## config.mk

```make
export PLATFORM = sky130hd
export DESIGN_NAME = fraction_approximator
export DESIGN_NICKNAME = d
export VERILOG_FILES = /design/src/fa_pkg.sv /design/src/fa_mediant.sv /design/src/fraction_approximator.sv
export SDC_FILE = /design/constraint.sdc
export NUM_CORES = 2
export LEC_CHECK = 0
export BUFFER_PORTS_ARGS = -buffer_cell sky130_fd_sc_hd__buf_2
export CORE_MARGIN = 2
export CORE_UTILIZATION = 55
export CTS_BUF_LIST = sky130_fd_sc_hd__clkbuf_4
export CTS_CLUSTER_SIZE = 24
export DETAILED_ROUTE_END_ITERATION = 10
export PLACE_DENSITY = 0.71
export SETUP_SLACK_MARGIN = 0.2
export SYNTH_ARGS = -nofsm -noshare
export SYNTH_HDL_FRONTEND = slang
export SYNTH_HIERARCHICAL = 1
export SYNTH_SLANG_ARGS = --single-unit
```

## constraint.sdc

```tcl
create_clock -name clock -period 15.2 [get_ports clock]
set_clock_uncertainty 0.05 [all_clocks]
set_input_delay 0.76 -clock clock [delete_from_list [all_inputs] [get_ports clock]]
set_output_delay 0.76 -clock clock [all_outputs]
set_load 0.02 [all_outputs]
```

## src/fa_pkg.sv

```systemverilog
`timescale 1ns / 1ps
// Types and constants shared by the fraction approximator modules.
package fa_pkg;

   localparam int REL_WIDTH = 16;
   localparam logic [REL_WIDTH-1:0] TOL_DEFAULT = 16'd66;
   localparam int TOL_EXTRA = 16;
   localparam int NUM_WIDTH = 34;
   localparam int DEN_WIDTH = 17;

   typedef enum logic [2:0] {
      S_IDLE,
      S_MUL,
      S_SAT,
      S_CLASS,
      S_SEARCH,
      S_TMUL,
      S_TSUM,
      S_DONE
   } fa_state_type;

   typedef enum logic [1:0] {
      SRCH_IDLE,
      SRCH_MED,
      SRCH_CMP
   } fa_srch_state_type;

   typedef struct packed {
      logic start;
   } fa_srch_ctl_type;

   typedef struct packed {
      logic busy;
      logic done;
   } fa_srch_stat_type;

endpackage

```

## src/fa_mediant.sv

```systemverilog
`timescale 1ns / 1ps
// Stern-Brocot mediant search unit: one add step and one compare step per mediant.
module fa_mediant #(
   parameter int FRAC_BITS = 16
) (
   input  logic                                    clock,
   input  logic                                    reset,
   input  fa_pkg::fa_srch_ctl_type                 ctl,
   input  logic [FRAC_BITS+fa_pkg::TOL_EXTRA+1:0]  a_in,
   input  logic [FRAC_BITS+fa_pkg::TOL_EXTRA+1:0]  b_in,
   output fa_pkg::fa_srch_stat_type                stat,
   output logic [FRAC_BITS+1:0]                    num,
   output logic [FRAC_BITS+1:0]                    den
);

   localparam int E  = FRAC_BITS + fa_pkg::TOL_EXTRA;
   localparam int AW = E + 2;
   localparam int MW = FRAC_BITS + 2;
   localparam int PW = MW + AW;
   localparam logic [MW-1:0] LAST_STEP = {2'b01, {FRAC_BITS{1'b0}}};

   fa_pkg::fa_srch_state_type state_ff, state_in;

   logic [MW-1:0] ln_ff, ld_ff, un_ff, ud_ff;
   logic [MW-1:0] mn_ff, md_ff;
   logic [MW-1:0] step_ff;
   logic [PW-1:0] pla_ff, pua_ff, qlb_ff, qub_ff;
   logic [PW-1:0] ma_ff, mb_ff;

   logic [PW-1:0] mn_shift;
   logic          go_up;
   logic          go_dn;
   logic          finish;

   assign mn_shift = PW'({mn_ff, {E{1'b0}}});
   // mediant above the upper bound of the window: it becomes the new upper end
   assign go_up    = ma_ff < mn_shift;
   assign go_dn    = mn_shift < mb_ff;
   assign finish   = !(go_up || go_dn) || (step_ff == LAST_STEP);

   always_comb begin
      state_in = state_ff;
      unique case (state_ff)
         fa_pkg::SRCH_IDLE: begin
            if (ctl.start) begin
               state_in = fa_pkg::SRCH_MED;
            end
         end
         fa_pkg::SRCH_MED: begin
            state_in = fa_pkg::SRCH_CMP;
         end
         fa_pkg::SRCH_CMP: begin
            state_in = finish ? fa_pkg::SRCH_IDLE : fa_pkg::SRCH_MED;
         end
         default: begin
            state_in = fa_pkg::SRCH_IDLE;
         end
      endcase
   end

   always_comb begin
      stat.busy = (state_ff != fa_pkg::SRCH_IDLE);
      stat.done = (state_ff == fa_pkg::SRCH_CMP) && finish;
   end

   always_ff @(posedge clock) begin
      if (reset) begin
         state_ff <= fa_pkg::SRCH_IDLE;
      end else begin
         state_ff <= state_in;
      end
   end

   // Bounds carry their running products d*(f+err) and d*(f-err), so a
   // mediant needs only additions.
   always_ff @(posedge clock) begin
      unique case (state_ff)
         fa_pkg::SRCH_IDLE: begin
            if (ctl.start) begin
               ln_ff   <= '0;
               ld_ff   <= MW'(1);
               un_ff   <= MW'(1);
               ud_ff   <= MW'(1);
               pla_ff  <= PW'(a_in);
               pua_ff  <= PW'(a_in);
               qlb_ff  <= PW'(b_in);
               qub_ff  <= PW'(b_in);
               step_ff <= '0;
            end
         end
         fa_pkg::SRCH_MED: begin
            mn_ff <= ln_ff + un_ff;
            md_ff <= ld_ff + ud_ff;
            ma_ff <= pla_ff + pua_ff;
            mb_ff <= qlb_ff + qub_ff;
         end
         fa_pkg::SRCH_CMP: begin
            if (go_up) begin
               un_ff  <= mn_ff;
               ud_ff  <= md_ff;
               pua_ff <= ma_ff;
               qub_ff <= mb_ff;
            end else if (go_dn) begin
               ln_ff  <= mn_ff;
               ld_ff  <= md_ff;
               pla_ff <= ma_ff;
               qlb_ff <= mb_ff;
            end
            step_ff <= step_ff + MW'(1);
         end
         default: begin
         end
      endcase
   end

   assign num = mn_ff;
   assign den = md_ff;

endmodule

```

## src/fraction_approximator.sv

```systemverilog
`timescale 1ns / 1ps
// Top level of the fraction approximator: setup, rounding, result build and output register.

// Turns a signed fixed-point value into numerator/denominator within a relative
// tolerance set by csr_wdata (units of 2^-16, zero means 66). One item at a
// time: after acceptance the states S_MUL, S_SAT and S_CLASS compute and
// saturate the absolute tolerance and classify the fraction; a whole-number
// result then goes through S_DONE to the output register. Otherwise the mediant
// search unit takes one add step and one compare step per Stern-Brocot step
// until a mediant lands inside the tolerance or the step limit is reached, and
// S_TMUL and S_TSUM then build the numerator. The output register lets the next
// item be accepted while a result waits on rsp_tready.
module fraction_approximator #(
   parameter int FRAC_BITS = 16,
   parameter int INT_BITS  = 16
) (
   input  logic                                   clock,
   input  logic                                   reset,
   input  logic                                   csr_wen,
   input  logic [fa_pkg::REL_WIDTH-1:0]           csr_wdata,
   input  logic                                   req_tvalid,
   output logic                                   req_tready,
   // fields from bit 0: value
   input  logic [((INT_BITS+FRAC_BITS+7)/8)*8-1:0] req_tdata,
   output logic                                   rsp_tvalid,
   input  logic                                   rsp_tready,
   // fields from bit 0: numerator, denominator
   output logic [((fa_pkg::NUM_WIDTH+fa_pkg::DEN_WIDTH+7)/8)*8-1:0] rsp_tdata
);

   localparam int W      = INT_BITS + FRAC_BITS;
   localparam int E      = FRAC_BITS + fa_pkg::TOL_EXTRA;
   localparam int EW     = E + 1;
   localparam int AW     = E + 2;
   localparam int MW     = FRAC_BITS + 2;
   localparam int NW     = fa_pkg::NUM_WIDTH;
   localparam int DW     = fa_pkg::DEN_WIDTH;
   localparam int RW     = fa_pkg::REL_WIDTH;
   localparam int PRW    = RW + W;
   localparam int TW     = INT_BITS + MW;
   localparam int RSP_TW = ((NW + DW + 7) / 8) * 8;
   localparam int RSP_PAD = RSP_TW - NW - DW;
   localparam logic [PRW-1:0] ONE_P = PRW'(1) << E;
   localparam logic [EW-1:0]  ONE_E = EW'(1) << E;

   fa_pkg::fa_state_type     state_ff, state_in;
   fa_pkg::fa_srch_ctl_type  srch_ctl;
   fa_pkg::fa_srch_stat_type srch_stat;

   logic [RW-1:0]  rel_ff;
   logic           neg_ff;
   logic [W-1:0]   mag_ff;
   logic [PRW-1:0] prod_ff;
   logic [EW-1:0]  err_ff;
   logic [NW-1:0]  tot_ff;
   logic [DW-1:0]  den_ff;
   logic           rsp_valid_ff;
   logic [NW-1:0]  rsp_num_ff;
   logic [DW-1:0]  rsp_den_ff;

   logic [W-1:0]        value_w;
   logic [W-1:0]        mag_w;
   logic [RW-1:0]       rel_w;
   logic [INT_BITS-1:0] ip_w;
   logic [E-1:0]        f_w;
   logic [EW-1:0]       f_ext;
   logic                round_lo;
   logic                round_hi;
   logic [AW-1:0]       a_w;
   logic [AW-1:0]       b_w;
   logic [MW-1:0]       srch_num;
   logic [MW-1:0]       srch_den;
   logic [TW-1:0]       ipmd_w;
   logic                load_out;

   assign value_w  = req_tdata[W-1:0];
   assign mag_w    = value_w[W-1] ? (~value_w + W'(1)) : value_w;
   assign rel_w    = (rel_ff == '0) ? fa_pkg::TOL_DEFAULT : rel_ff;
   assign ip_w     = mag_ff[W-1:FRAC_BITS];
   assign f_w      = {mag_ff[FRAC_BITS-1:0], {fa_pkg::TOL_EXTRA{1'b0}}};
   assign f_ext    = {1'b0, f_w};
   assign round_lo = f_ext < err_ff;
   assign round_hi = (ONE_E - err_ff) < f_ext;
   assign a_w      = AW'(f_w) + AW'(err_ff);
   assign b_w      = AW'(f_w) - AW'(err_ff);
   assign ipmd_w   = TW'(ip_w) * TW'(srch_den);

   fa_mediant #(
      .FRAC_BITS (FRAC_BITS)
   ) u_mediant (
      .clock (clock),
      .reset (reset),
      .ctl   (srch_ctl),
      .a_in  (a_w),
      .b_in  (b_w),
      .stat  (srch_stat),
      .num   (srch_num),
      .den   (srch_den)
   );

   always_comb begin
      state_in = state_ff;
      unique case (state_ff)
         fa_pkg::S_IDLE: begin
            if (req_tvalid) begin
               state_in = fa_pkg::S_MUL;
            end
         end
         fa_pkg::S_MUL: begin
            state_in = fa_pkg::S_SAT;
         end
         fa_pkg::S_SAT: begin
            state_in = fa_pkg::S_CLASS;
         end
         fa_pkg::S_CLASS: begin
            state_in = (round_lo || round_hi) ? fa_pkg::S_DONE : fa_pkg::S_SEARCH;
         end
         fa_pkg::S_SEARCH: begin
            if (srch_stat.done) begin
               state_in = fa_pkg::S_TMUL;
            end
         end
         fa_pkg::S_TMUL: begin
            state_in = fa_pkg::S_TSUM;
         end
         fa_pkg::S_TSUM: begin
            state_in = fa_pkg::S_DONE;
         end
         fa_pkg::S_DONE: begin
            if (load_out) begin
               state_in = fa_pkg::S_IDLE;
            end
         end
         default: begin
            state_in = fa_pkg::S_IDLE;
         end
      endcase
   end

   always_comb begin
      req_tready     = (state_ff == fa_pkg::S_IDLE);
      srch_ctl.start = (state_ff == fa_pkg::S_CLASS) && !round_lo && !round_hi;
      load_out       = (state_ff == fa_pkg::S_DONE) && (!rsp_valid_ff || rsp_tready);
   end

   always_ff @(posedge clock) begin
      if (reset) begin
         state_ff     <= fa_pkg::S_IDLE;
         rel_ff       <= fa_pkg::TOL_DEFAULT;
         rsp_valid_ff <= 1'b0;
      end else begin
         state_ff <= state_in;
         if (csr_wen) begin
            rel_ff <= csr_wdata;
         end
         if (load_out) begin
            rsp_valid_ff <= 1'b1;
         end else if (rsp_tready) begin
            rsp_valid_ff <= 1'b0;
         end
      end
   end

   always_ff @(posedge clock) begin
      if (req_tvalid && req_tready) begin
         neg_ff <= value_w[W-1];
         mag_ff <= mag_w;
      end
      unique case (state_ff)
         fa_pkg::S_MUL: begin
            // zero input: the relative tolerance is used as an absolute one
            prod_ff <= (mag_ff == '0) ? (PRW'(rel_w) << FRAC_BITS)
                                      : (PRW'(rel_w) * PRW'(mag_ff));
         end
         fa_pkg::S_SAT: begin
            err_ff <= (prod_ff > ONE_P) ? ONE_E : prod_ff[EW-1:0];
         end
         fa_pkg::S_CLASS: begin
            den_ff <= DW'(1);
            if (round_lo) begin
               tot_ff <= NW'(ip_w);
            end else begin
               tot_ff <= NW'(ip_w) + NW'(1);
            end
         end
         fa_pkg::S_TMUL: begin
            tot_ff <= NW'(ipmd_w);
            den_ff <= DW'(srch_den);
         end
         fa_pkg::S_TSUM: begin
            tot_ff <= tot_ff + NW'(srch_num);
         end
         fa_pkg::S_DONE: begin
            if (load_out) begin
               rsp_num_ff <= neg_ff ? (NW'(0) - tot_ff) : tot_ff;
               rsp_den_ff <= den_ff;
            end
         end
         default: begin
         end
      endcase
   end

   assign rsp_tvalid = rsp_valid_ff;
   assign rsp_tdata  = {{RSP_PAD{1'b0}}, rsp_den_ff, rsp_num_ff};

   a_idle_search_quiet: assert property (@(posedge clock) disable iff (reset)
      (state_ff == fa_pkg::S_IDLE) |-> !srch_stat.busy)
      else $error("mediant search busy while top level idle");

   a_search_done_owned: assert property (@(posedge clock) disable iff (reset)
      srch_stat.done |-> (state_ff == fa_pkg::S_SEARCH))
      else $error("mediant search finished outside search state");

   a_err_saturated: assert property (@(posedge clock) disable iff (reset)
      (state_ff == fa_pkg::S_CLASS) |-> (err_ff <= ONE_E))
      else $error("absolute tolerance above one");

endmodule
```

==> results.tsv <==
metric	value	unit
outcome	finished, final reports clean	
switching power share of the total	0.452	
clock network power share	0.165	
worst vdd ir	0.000229	V
DRT iter0 DRCs	3564	
hold crit path type	in2reg	
synthesis-to-layout area growth	7.77	%
CTS Sinks	676	
CTS H-Tree Depth	4	
Final setup viols	0	
fill cell count	9517	
Pwr Total	10.2	mW
Mapped Cells	6279	
Final Slew Violations	0	
FF-to-FF Start	rel_ff[12]	
Antenna Nets Post-Route	0	
WP data arrival	9080	ps
Routed wire per std cell	20.1	microns
Detailed Place HPWL	116	mm
NumNets Final	7580	
Via-to-Cell Ratio	5.76	
Setup crit end kind	flop	
Final Hold Vio Count	0	
floorplan core area	0.112	sq mm
router iterations before antenna repair	7	
Initial Utilization	0.555	
Die ar.	0.116	sq mm
worst slew pin tran	1210	ps
Lkg Pwr	28.6	nW
final worst path period share	0.546	
Avg Cell Area, Syn	9.92	sq um
pre-CTS setup slack	7010	ps
clk_lat worst skew	1130	ps
wire length of the first global-routing pass	260	mm
die extent in x	341	microns
Vias	46400	
Max Cap Viol	0	
GPL Wtd Cong	0.937	
total track usage	0.284	
die height	341	microns
internal power	5.58	mW
Routed WL	162	mm
crit-path max FO	35	
most used cell along the critical path	fa_1	
clock tree buffer depth	3	
Worst path max stage delay	640	ps
Achievable Freq	120	MHz
Synth Warn #	6	
normalized max-slew margin	0.194	
layout cell share with drive strength beyond 1	0.0789	
Crit Path Class	reg2reg	
post-layout min period	8310	ps
RSZ-0062 raised after global routing	no	
cell type of the slowest stage on the worst timing path	dfxtp_2	
clock root cell	clkbuf_4	
IO Pins	111	
# rows	123	
Post-CTS Resized	0	
P_sw	4.61	mW
port bufs	105	
Worst-path clk slew	70	ps
share of power burned in registers	0.231	
Power per Cell Area	152	mW/mm^2
initial antenna violation count	7	
remaining global-route overflow	0	
CTS tree	yes	
pin count of the biggest net entering global routing	86	
DRC Markers	0	
setup_tns	0	ps
worst hold start	csr_wen	
Gate power share	0.604	
vias in the first global route	48400	
worst-path cell chain	nor4_1 -> nand4_1 -> nand2b_1 -> buf_4 -> nand2_1 -> fa_1 -> fa_1 -> fa_1 -> inv_1 -> fa_1 -> fa_1 -> inv_1 -> fa_1 -> inv_1 -> ha_1 -> nand4_1 -> a21oi_1 -> o21ai_0 -> a21oi_1 -> a211oi_1 -> or4_1 -> a21oi_1 -> a311oi_1 -> mux2i_1	
Num CTS Buffers	183	
Worst Path Required	15980	ps
Startpoint Class	flop	
CP Launch Point	rel_ff[12]	
Mapped Area	0.0623	sq mm
Final WS setup	6890	ps
[sequential cells by signal, summed over array words and instances, names as in the netlist, 32 cells and up]
name / count
tot_ff: 34
u_mediant/pla_ff: 52
rsp_num_ff: 34
u_mediant/mb_ff: 52
mag_ff: 32
u_mediant/qlb_ff: 52
u_mediant/qub_ff: 52
u_mediant/pua_ff: 52
u_mediant/ma_ff: 52
prod_ff: 48
err_ff: 33
[worst paths after layout]
path	to	slack, ps	depth (start not counted)
worst min register to register	rsp_den_ff[0]	360	0
worst min-delay path	rel_ff[6]	150	3
worst max-delay path	prod_ff[44]	6890	24
worst max register to register	prod_ff[44]	6890	24
[per-layer routing]
layer  track usage  vias to the layer above  share of wire  wire length (microns)
li1              -                    21200              -                      -
met1         0.380                    22900           0.42                  67600
met2         0.458                     1881           0.47                  75400
met3        0.0553                      379          0.081                  13100
met4         0.114                        4          0.036                   5820
met5             0                        -        0.00013                     21
[power groups by stage]
stage	Clock [mW]	Sequential, mW	Combinational (mW)
floorplan	0	2.35	4.51
global placement	0	2.39	5.90
detailed placement	0	2.39	6.00
CTS	1.73	2.35	6.08
global route	1.81	2.36	6.96
finish	1.68	2.36	6.15
[cell usage in the layout (no fill, tap or decap), types with 46 or more instances in the layout]
cell and count:
xnor2_1 236, inv_1 844, nand2_1 938, ha_1 469
nand4_1 56, buf_4 67, xor2_1 116, o21ai_0 165
fa_1 646, buf_2 105, nand3_1 72, and2_1 389
edfxtp_1 654, o21bai_1 46, dlygate4sd3_1 55, a21oi_1 260
a21o_1 122, nor3_1 71, nor2_1 273, clkbuf_4 265
[stage by stage]
step | std cells | instance area [sq um] | utilization | hold slack [ps]
detailed placement | 7672 | 64200 | 0.571 | 355
global route | 8058 | 67100 | 0.598 | 118
finish | 8059 | 67100 | 0.598 | 150
CTS | 8055 | 67100 | 0.598 | 25.9
global placement | 7672 | 64200 | 0.571 | 352
floorplan | 6283 | 62300 | - | 350
[final cells by class]
class / instances / area (sq um) / share of cell area
inverter: 845 / 3170 / 0.0472
sequential: 676 / 20100 / 0.299
tap: 1500 / 1880 / 0.0280
clock buffer: 265 / 1990 / 0.0296
clock inverter: 63 / 400 / 0.00596
multi-input combinational: 4479 / 38000 / 0.566
timing repair buffer: 227 / 1580 / 0.0235
antenna: 4 / 10.0 / 0.000149
[worst max-delay path, delay by kind of cell (launching register included)]
family	cells	cell delay (ps)
flip-flops	1	640
AND/OR/NAND/NOR	6	1610
multiplexers	1	150
AO/OA/AOI/OAI	6	1500
buffers and inverters	4	580
adder cells (fa/ha/maj)	7	3480
[repair_timing]
action | 4_1_cts | 5_1_grt
hold endpoints to repair | 47 | 0
buffers inserted | 0 | 0
hold buffers | 55 | 0
Note: power is estimated with default switching activity, not from simulation.
